===== src/rbs_pkg.sv =====
// shared widths for the ray box slab intersection unit
`timescale 1ns / 1ps
package rbs_pkg;
  localparam int IN_W     = 32;
  localparam int HALF_W   = 30;
  localparam int DIFF_W   = 35;
  localparam int MAG_W    = 34;
  localparam int DEN_W    = 32;
  localparam int DIR_FRAC = 30;
  localparam int NUM_W    = MAG_W + DIR_FRAC;
  localparam int REM_W    = DEN_W + 1;
  localparam int OUT_W    = 32;
  localparam int AXES     = 3;

  typedef struct packed {
    logic            valid;
    logic            miss;
    logic [AXES-1:0] dzero;
  } rbs_meta_t;
endpackage


===== src/rbs_div.sv =====
// pipelined restoring divider: saturated (num << 30) / den, one quotient bit per stage
`timescale 1ns / 1ps
module rbs_div
  import rbs_pkg::*;
#(
  parameter int CB = 32
) (
  input  logic                 clk,
  input  logic [MAG_W-1:0]     num,
  input  logic [DEN_W-1:0]     den,
  input  logic                 neg,
  output logic signed [CB-1:0] quo
);
  localparam int HI_W = NUM_W - CB;
  localparam logic [CB-1:0] LIM_POS = {1'b0, {(CB-1){1'b1}}};
  localparam logic [CB-1:0] LIM_NEG = {1'b1, {(CB-1){1'b0}}};

  logic [NUM_W-1:0] a_full;
  logic [HI_W-1:0]  a_hi;

  logic [REM_W-1:0] r_s   [0:CB];
  logic [CB-1:0]    q_s   [0:CB];
  logic [CB-1:0]    low_s [0:CB];
  logic [DEN_W-1:0] den_s [0:CB];
  logic             neg_s [0:CB];
  logic             sat_s [0:CB];

  logic [CB-1:0] q_lim;
  logic [CB-1:0] q_sel;

  assign a_full = {num, {DIR_FRAC{1'b0}}};
  assign a_hi   = a_full[NUM_W-1:CB];

  always_ff @(posedge clk) begin
    r_s[0]   <= REM_W'(a_hi);
    q_s[0]   <= '0;
    low_s[0] <= a_full[CB-1:0];
    den_s[0] <= den;
    neg_s[0] <= neg;
    sat_s[0] <= (NUM_W'(a_hi) >= NUM_W'(den));
  end

  for (genvar j = 1; j <= CB; j++) begin : g_stage
    logic [REM_W-1:0] t;
    logic             ge;
    assign t  = {r_s[j-1][REM_W-2:0], low_s[j-1][CB-1]};
    assign ge = (t >= {1'b0, den_s[j-1]});
    always_ff @(posedge clk) begin
      r_s[j]   <= ge ? (t - {1'b0, den_s[j-1]}) : t;
      q_s[j]   <= {q_s[j-1][CB-2:0], ge};
      low_s[j] <= {low_s[j-1][CB-2:0], 1'b0};
      den_s[j] <= den_s[j-1];
      neg_s[j] <= neg_s[j-1];
      sat_s[j] <= sat_s[j-1];
    end
  end

  assign q_lim = neg_s[CB] ? LIM_NEG : LIM_POS;
  assign q_sel = (sat_s[CB] || (q_s[CB] > q_lim)) ? q_lim : q_s[CB];

  always_ff @(posedge clk) begin
    quo <= neg_s[CB] ? signed'(-q_sel) : signed'(q_sel);
  end
endmodule


===== config.mk =====
export PLATFORM = sky130hd
export DESIGN_NAME = rbs_div
export DESIGN_NICKNAME = d
export VERILOG_FILES = /design/src/rbs_pkg.sv /design/src/rbs_div.sv
export SDC_FILE = /design/constraint.sdc
export NUM_CORES = 2
export LEC_CHECK = 0
export BUFFER_PORTS_ARGS = -buffer_cell sky130_fd_sc_hd__buf_2
export CAP_MARGIN = 20
export CORE_MARGIN = 2
export CORE_UTILIZATION = 45
export CTS_BUF_LIST = sky130_fd_sc_hd__clkbuf_4 sky130_fd_sc_hd__clkbuf_8
export CTS_CLUSTER_DIAMETER = 80
export DETAILED_ROUTE_END_ITERATION = 12
export GPL_TIMING_DRIVEN = 0
export SLEW_MARGIN = 20
export SYNTH_ARGS = -nofsm -noshare
export SYNTH_HDL_FRONTEND = slang
export SYNTH_MEMORY_MAX_BITS = 65536
export SYNTH_SLANG_ARGS = --single-unit

===== constraint.sdc =====
create_clock -name clk -period 15.1 [get_ports clk]
set_clock_uncertainty 0.05 [all_clocks]
set_input_delay 0.755 -clock clk [delete_from_list [all_inputs] [get_ports clk]]
set_output_delay 0.755 -clock clk [all_outputs]
set_load 0.02 [all_outputs]

Yosys cells after proc, flatten, opt, wreduce, memory -nomap -nowiden
Memories as Yosys holds them, arrays and structs flattened.
Index checks and enable logic that the tools add are counted.
{"block": "totals", "memories": 6, "ram_bits": 4290, "register_bits": 32, "in_bits": 68}
{"memory": "r_s", "words": 33, "width": 33, "read_ports": 32, "rd_clocked_by_memory_dff": 0, "write_ports": 33, "line": "rbs_div.sv:21", "source": "logic [REM_W-1:0] r_s [0:CB];"}
{"memory": "den_s", "words": 33, "width": 32, "read_ports": 32, "rd_clocked_by_memory_dff": 0, "write_ports": 33, "line": "rbs_div.sv:24", "source": "logic [DEN_W-1:0] den_s [0:CB];"}
{"memory": "q_s", "words": 33, "width": 32, "read_ports": 33, "rd_clocked_by_memory_dff": 0, "write_ports": 33, "line": "rbs_div.sv:22", "source": "logic [CB-1:0] q_s [0:CB];"}
{"memory": "low_s", "words": 33, "width": 31, "read_ports": 32, "rd_clocked_by_memory_dff": 0, "write_ports": 33, "line": "rbs_div.sv:23", "source": "logic [CB-1:0] low_s [0:CB];"}
{"memory": "neg_s", "words": 33, "width": 1, "read_ports": 33, "rd_clocked_by_memory_dff": 0, "write_ports": 33, "line": "rbs_div.sv:25", "source": "logic neg_s [0:CB];"}
{"memory": "sat_s", "words": 33, "width": 1, "read_ports": 33, "rd_clocked_by_memory_dff": 0, "write_ports": 33, "line": "rbs_div.sv:26", "source": "logic sat_s [0:CB];"}
{"block": "classes", "n_mux": 35, "n_lt_le_gt_ge": 34, "n_addsub": 33, "n_reduce_logical": 1}
{"cell": "33-bit by 32-bit greater-or-equal comparator with 1-bit output", "count": 32}
{"cell": "33-bit 2-to-1 mux", "count": 32}
{"cell": "33-bit by 32-bit subtractor with 33-bit output", "count": 32}
{"cell": "32-bit 2-to-1 mux", "count": 3}
{"cell": "32-bit greater-or-equal comparator", "count": 1}
{"cell": "32-bit > comparator", "count": 1}
{"cell": "32-bit negation", "count": 1}
{"cell": "1-bit logical OR", "count": 1}

Depth between registers and ports, before layout
An unclocked memory read counts as a cell.
{"block": "logic_depth", "word_depth": 7, "mapped_depth": 25}

Worst setup path before layout
OpenSTA, ideal clock, no wires.
{"block": "synth_timing", "kind": "register to register", "startpoint": "memory neg_s[32][0], in the netlist neg_s[16][0]", "endpoint": "register quo[30]", "required_time_ns": 14.922, "arrival_ns": 5.471, "stages_incl_launch_ff": 22, "setup_time_ns": 0.128, "setup_slack_ns": 9.451, "path_buffers": 5, "cell_sequence": "dfxtp_1 > clkbuf_1 > clkinv_1 > clkbuf_1 > clkbuf_1 > ha_1 > nand4_1 > or4_1 > nor4_1 > o21bai_1 > clkbuf_1 > clkbuf_1 > o21ai_0 > ha_1 > nand3_1 > inv_1 > nand3_1 > or3_1 > or4b_1 > a21o_1 > a21oi_1 > nor2_1"}
{"element": "from (decl)", "line": "rbs_div.sv:25"}
{"element": "to (signal assigned)", "line": "rbs_div.sv:62", "source": "quo <= neg_s[CB] ? signed'(-q_sel) : signed'(q_sel);"}
{"element": "to (decl)", "line": "rbs_div.sv:12", "source": "output logic signed [CB-1:0] quo"}

==> impl_summary.log <==
INFO  metric hold_viol = 0
INFO  metric worstSetupEndpointType = flop
INFO  metric areaGrowthSynthToFinish = 13.2%
INFO  metric place_congestion = slightly above 0.9
INFO  metric place_hpwl = roughly 260 mm
INFO  metric setup.worst_path.class = flop to flop
INFO  metric sequential_cell_area = between 50000 and 60000 um2
INFO  metric synth_top_area_cell = sky130_fd_sc_hd__dfxtp_1
INFO  metric peakVddDrop = 153 uV
INFO  metric r2r_slack = 7.78 ns
INFO  metric synthesis.area = roughly 120000 um2
INFO  metric critical_path.n_buffers_inverters = 6
INFO  metric worst_hold_path_type = flop to flop
INFO  metric synth_top_cells_by_area = sky130_fd_sc_hd__dfxtp_1, sky130_fd_sc_hd__ha_1, sky130_fd_sc_hd__a21oi_1
INFO  metric route.final.wire_length = 331 mm
INFO  metric synthCells = 12700
INFO  metric cts_tree = yes
INFO  metric leakagePower = around 62 nW
INFO  metric switching_share = between 40% and 50%
INFO  metric post-route-period-util = 48.5%
INFO  metric clock_pin_slew_reported_for_the_worst_setup_and_hold_paths_after_clock_tree_synthesis = 0.06 ns
INFO  metric ant_nets = 0
INFO  metric slew_viol_final = 0
INFO  metric synth_top_flop_cell = sky130_fd_sc_hd__dfxtp_1
INFO  metric synthMuxAreaShare = 3.15%
INFO  metric fin_crit = around 7.3 ns
INFO  metric pwr-share-comb = a little under half
INFO  metric ys_seq_area_share = 45.2%
INFO  metric startpoint_type = flop
INFO  metric die_w = about 520 um
INFO  metric post_cts.resized_instances = 0
INFO  metric synth_top_family_by_area = compound AO/OA/AOI/OAI gates
INFO  metric synth_largest_type_area_fraction = approximately 45%
INFO  metric drcViolationCount = 0
INFO  metric synthXorXnorAreaFrac = under 10%
INFO  metric max_cap_violations = 0
INFO  metric number_of_enable_flip_flop_cells_after_synthesis = 0
INFO  metric worst_r2r_path_depth = 22
INFO  metric io_buffers = slightly below 100
INFO  metric avgSynthCellArea = roughly 9.4 um2
INFO  metric drt_pass1_iterations = 6
INFO  metric power-per-cell-area = around 260 nW/um2
INFO  metric dieArea = 268000 um2
INFO  metric seq_power_share = approximately a third
INFO  metric worst_setup_path_endpoint = quo[4]
INFO  metric non_filler_cells_in_the_finished_layout = between 15000 and 20000
INFO  metric timing.max_slew.rel_slack = between 10% and 20%
INFO  metric synth.most_common_cell = sky130_fd_sc_hd__dfxtp_1
INFO  metric routed_wire_length_per_instance = 19.3 um
INFO  metric yosys_warnings = 0
INFO  metric cts_post_setup_buffers_inserted = 0
INFO  metric dieHeight = roughly 520 um
INFO  metric regToRegEndpoint = quo[4]
INFO  metric area_fraction_in_and_or_nand_and_nor_cells_after_synthesis = a little under an eighth
INFO  metric synthAdderAreaFrac = 12.0%
INFO  metric pwr-share-clk = about a fifth
INFO  metric clock-root-buffer = sky130_fd_sc_hd__clkbuf_8
INFO  metric htree_num_levels = 5
INFO  metric crit_family = compound AO/OA/AOI/OAI gates
INFO  metric grt_pass1_wl = slightly above 500 mm
INFO  metric cpPeakStageDelay = ~1.1 ns
INFO  metric io_pins = 100
INFO  metric worstReg2RegStart = neg_s[16][0]
INFO  metric fill_cells = ~24000
INFO  metric grt_max_degree = 32
INFO  metric fmax = around 140 MHz
INFO  metric antenna_found_initial = 17
INFO  metric area_of_the_core = about 260000 um2
INFO  metric initial_utilization = 45.2%
INFO  metric postLayoutCoreUtil = 51.2%
INFO  metric grt_pass1_vias = around 89000
INFO  metric viasPerCell = around 5.3
INFO  metric compound_gate_fraction_of_synth_area = ~17%
INFO  metric status = completed
INFO  metric grt_setup_unrepaired = false
INFO  metric p_int = 20.4 mW
INFO  metric report.final.setup_viol = 0
INFO  metric crit_required = 15.89 ns
INFO  metric critPathArrivalTime = 8.11 ns
INFO  metric critical_path.slowest_cell = sky130_fd_sc_hd__a211oi_1
INFO  metric track_usage = roughly a quarter
INFO  metric placed_cells_incl_taps = approximately 16000
INFO  metric critical_path.most_common_cell = sky130_fd_sc_hd__clkbuf_1
INFO  metric synth-seq-cells = 2677
INFO  metric clock_latency = around 1.1 ns
INFO  metric share_of_async_settable_or_async_resettable_flops_after_synthesis = 0%
INFO  metric routed-via-count = slightly above 90000
INFO  metric cts_sinks = roughly 2700
INFO  metric cp_num_cells = 22
INFO  metric drt-initial-drc-count = 6893
INFO  metric longest_clk_path_bufs = 4
INFO  metric timing_worst_slew_pin_value = 1.28 ns
INFO  metric postSynthNetCount = 13900
INFO  metric overflow = 0
INFO  metric netlist_top_cells_count = sky130_fd_sc_hd__dfxtp_1, sky130_fd_sc_hd__inv_1, sky130_fd_sc_hd__ha_1
INFO  metric final_layout_size_suffix_gt1_share = 9.79%
INFO  metric num_rows = about 190
INFO  metric worst_setup_path_startpoint = neg_s[16][0]
INFO  metric synth.distinct_cells = 93
INFO  metric num-nets-final = around 14000
INFO  metric cts_inserted_buffers = about 440
INFO  metric fin_setup_tns = 0 ns
INFO  metric multi_input_comb_area = around 60000 um2
INFO  metric series_of_cell_instances_along_the_critical_path = clkbuf_1 > clkinv_1 > clkbuf_1 > clkbuf_1 > ha_1 > nor2b_1 > o21a_1 > o21ai_0 > a21oi_1 > a211oi_1 > o211ai_1 > a221oi_1 > o21bai_1 > clkbuf_1 > clkbuf_1 > o21ai_0 > ha_1 > nand2_1 > nor2_1 > a21oi_1 > o21ai_0 > a211oi_1
INFO  metric worstPathMaxFanout = 31
INFO  metric switching_power = between 10 and 15 mW
-- per-stage QoR --
| stage | setup slack (ns) | instance area (um2) | power (mW) | hold slack [ns] |
|---|---|---|---|---|
| CTS | 7.42 | 134000 | 34.4 | 0.134 |
| global placement | 7.55 | 124000 | 27.0 | 0.260 |
| finish | 7.78 | 134000 | 34.3 | 0.254 |
| floorplan | 9.45 | 119000 | 22.4 | 0.260 |
| global route | 7.24 | 134000 | 36.8 | 0.183 |
| detailed placement | 7.48 | 124000 | 27.1 | 0.262 |
-- timing repair --
action	in CTS	in global routing
hold buffers	67	0
setup endpoints to repair	0	0
hold endpoints to repair	68	0
-- layer usage --
metal / up-vias / GRT usage [%] / share of wire (%)
met5: - / 0 / 0.010
met4: 6 / 6.50 / 2.5
met3: 506 / 3.70 / 5.7
met2: 2380 / 35.7 / 41
met1: 43200 / 36.1 / 50
li1: 45300 / - / -
-- power by group through the flow --
stage / clock network [mW] / logic (mW) / registers, mW
3_5_place_dp: 0 / 16.0 / 11.1
5_1_grt: 7.62 / 18.1 / 11.1
2_1_floorplan: 0 / 12.0 / 10.3
6_report: 7.09 / 16.3 / 10.9
4_1_cts: 7.31 / 16.2 / 10.9
3_3_place_gp: 0 / 15.9 / 11.1
-- kinds of logic (layout without fill, tap and decap cells) --
group | count (synthesis) | after routing
buf+inv | 1578 | 2535
compound gates | 3311 | 3311
other cells | 0 | 5
flops | 2677 | 2677
fa+ha+maj | 1119 | 1119
xor+xnor | 738 | 738
simple gates | 2937 | 2937
mux | 325 | 325
-- area by class of cell --
cell class / count / share of cell area (%)
clock buffer: 653 / 6.21
clock inverter: 138 / 1.32
buffer: 204 / 0.617
tap: 3515 / 3.27
multi-input combinational: 8430 / 44.0
antenna: 5 / 0.00931
timing repair buffer: 166 / 0.868
inverter: 1374 / 3.84
sequential: 2677 / 39.9
-- sequential cells by signal (all words and copies together) (netlist names) --
signal,count
quo,32
neg_s,33
r_s,1024
q_s,528
sat_s,33
den_s,1024
low_s,3
-- cells in the final DEF (no fill, tap or decap), types with 96 or more instances in the layout --
cell type | synthesis | layout
sky130_fd_sc_hd__inv_1 | 1372 | 1372
sky130_fd_sc_hd__ha_1 | 1088 | 1088
sky130_fd_sc_hd__nand4_1 | 137 | 137
sky130_fd_sc_hd__o21ai_0 | 804 | 804
sky130_fd_sc_hd__nand2_1 | 811 | 811
sky130_fd_sc_hd__mux2_2 | 278 | 278
sky130_fd_sc_hd__a21oi_1 | 1040 | 1040
sky130_fd_sc_hd__nand3_1 | 185 | 185
sky130_fd_sc_hd__nor2_1 | 880 | 880
sky130_fd_sc_hd__clkbuf_4 | 0 | 102
sky130_fd_sc_hd__clkbuf_8 | 0 | 551
sky130_fd_sc_hd__xnor2_1 | 442 | 442
sky130_fd_sc_hd__o21a_1 | 157 | 157
sky130_fd_sc_hd__dfxtp_1 | 2677 | 2676
sky130_fd_sc_hd__nor2b_1 | 130 | 130
sky130_fd_sc_hd__a31oi_1 | 96 | 96
sky130_fd_sc_hd__nor3_1 | 223 | 223
sky130_fd_sc_hd__buf_2 | 21 | 120
sky130_fd_sc_hd__xor2_1 | 296 | 296
sky130_fd_sc_hd__o31ai_1 | 115 | 114
sky130_fd_sc_hd__a21o_1 | 416 | 416
sky130_fd_sc_hd__nand2b_1 | 161 | 161
sky130_fd_sc_hd__clkbuf_1 | 156 | 156
-- worst register-to-register path: stages (launching register included) --
cell and delay, ns:
sky130_fd_sc_hd__dfxtp_2 0.76, sky130_fd_sc_hd__clkbuf_1 0.40, sky130_fd_sc_hd__clkinv_1 0.37, sky130_fd_sc_hd__clkbuf_1 0.37
sky130_fd_sc_hd__clkbuf_1 0.36, sky130_fd_sc_hd__ha_1 0.27, sky130_fd_sc_hd__nor2b_1 0.13, sky130_fd_sc_hd__o21a_1 0.12
sky130_fd_sc_hd__o21ai_0 0.07, sky130_fd_sc_hd__a21oi_1 0.16, sky130_fd_sc_hd__a211oi_1 0.08, sky130_fd_sc_hd__o211ai_1 0.38
sky130_fd_sc_hd__a221oi_1 0.23, sky130_fd_sc_hd__o21bai_1 0.44, sky130_fd_sc_hd__clkbuf_1 0.43, sky130_fd_sc_hd__clkbuf_1 0.42
sky130_fd_sc_hd__o21ai_0 0.15, sky130_fd_sc_hd__ha_1 0.31, sky130_fd_sc_hd__nand2_1 0.25, sky130_fd_sc_hd__nor2_1 0.08
sky130_fd_sc_hd__a21oi_1 0.13, sky130_fd_sc_hd__o21ai_0 0.10, sky130_fd_sc_hd__a211oi_1 1.05
-- worst min path at each step --
stage / depth (start not counted) / endpoint / from / slack (ns)
global route: 2 / den_s[0][28] / den[28] / 0.18
global placement: 0 / q_s[5][4] / q_s[4][3] / 0.26
detailed placement: 0 / q_s[15][3] / q_s[14][2] / 0.26
floorplan: 0 / low_s[0][61] / low_s[0][29] / 0.26
CTS: 2 / den_s[0][27] / den[27] / 0.13
finish: 0 / q_s[23][22] / q_s[22][21] / 0.25
Note: power is estimated with default switching activity, not from simulation.
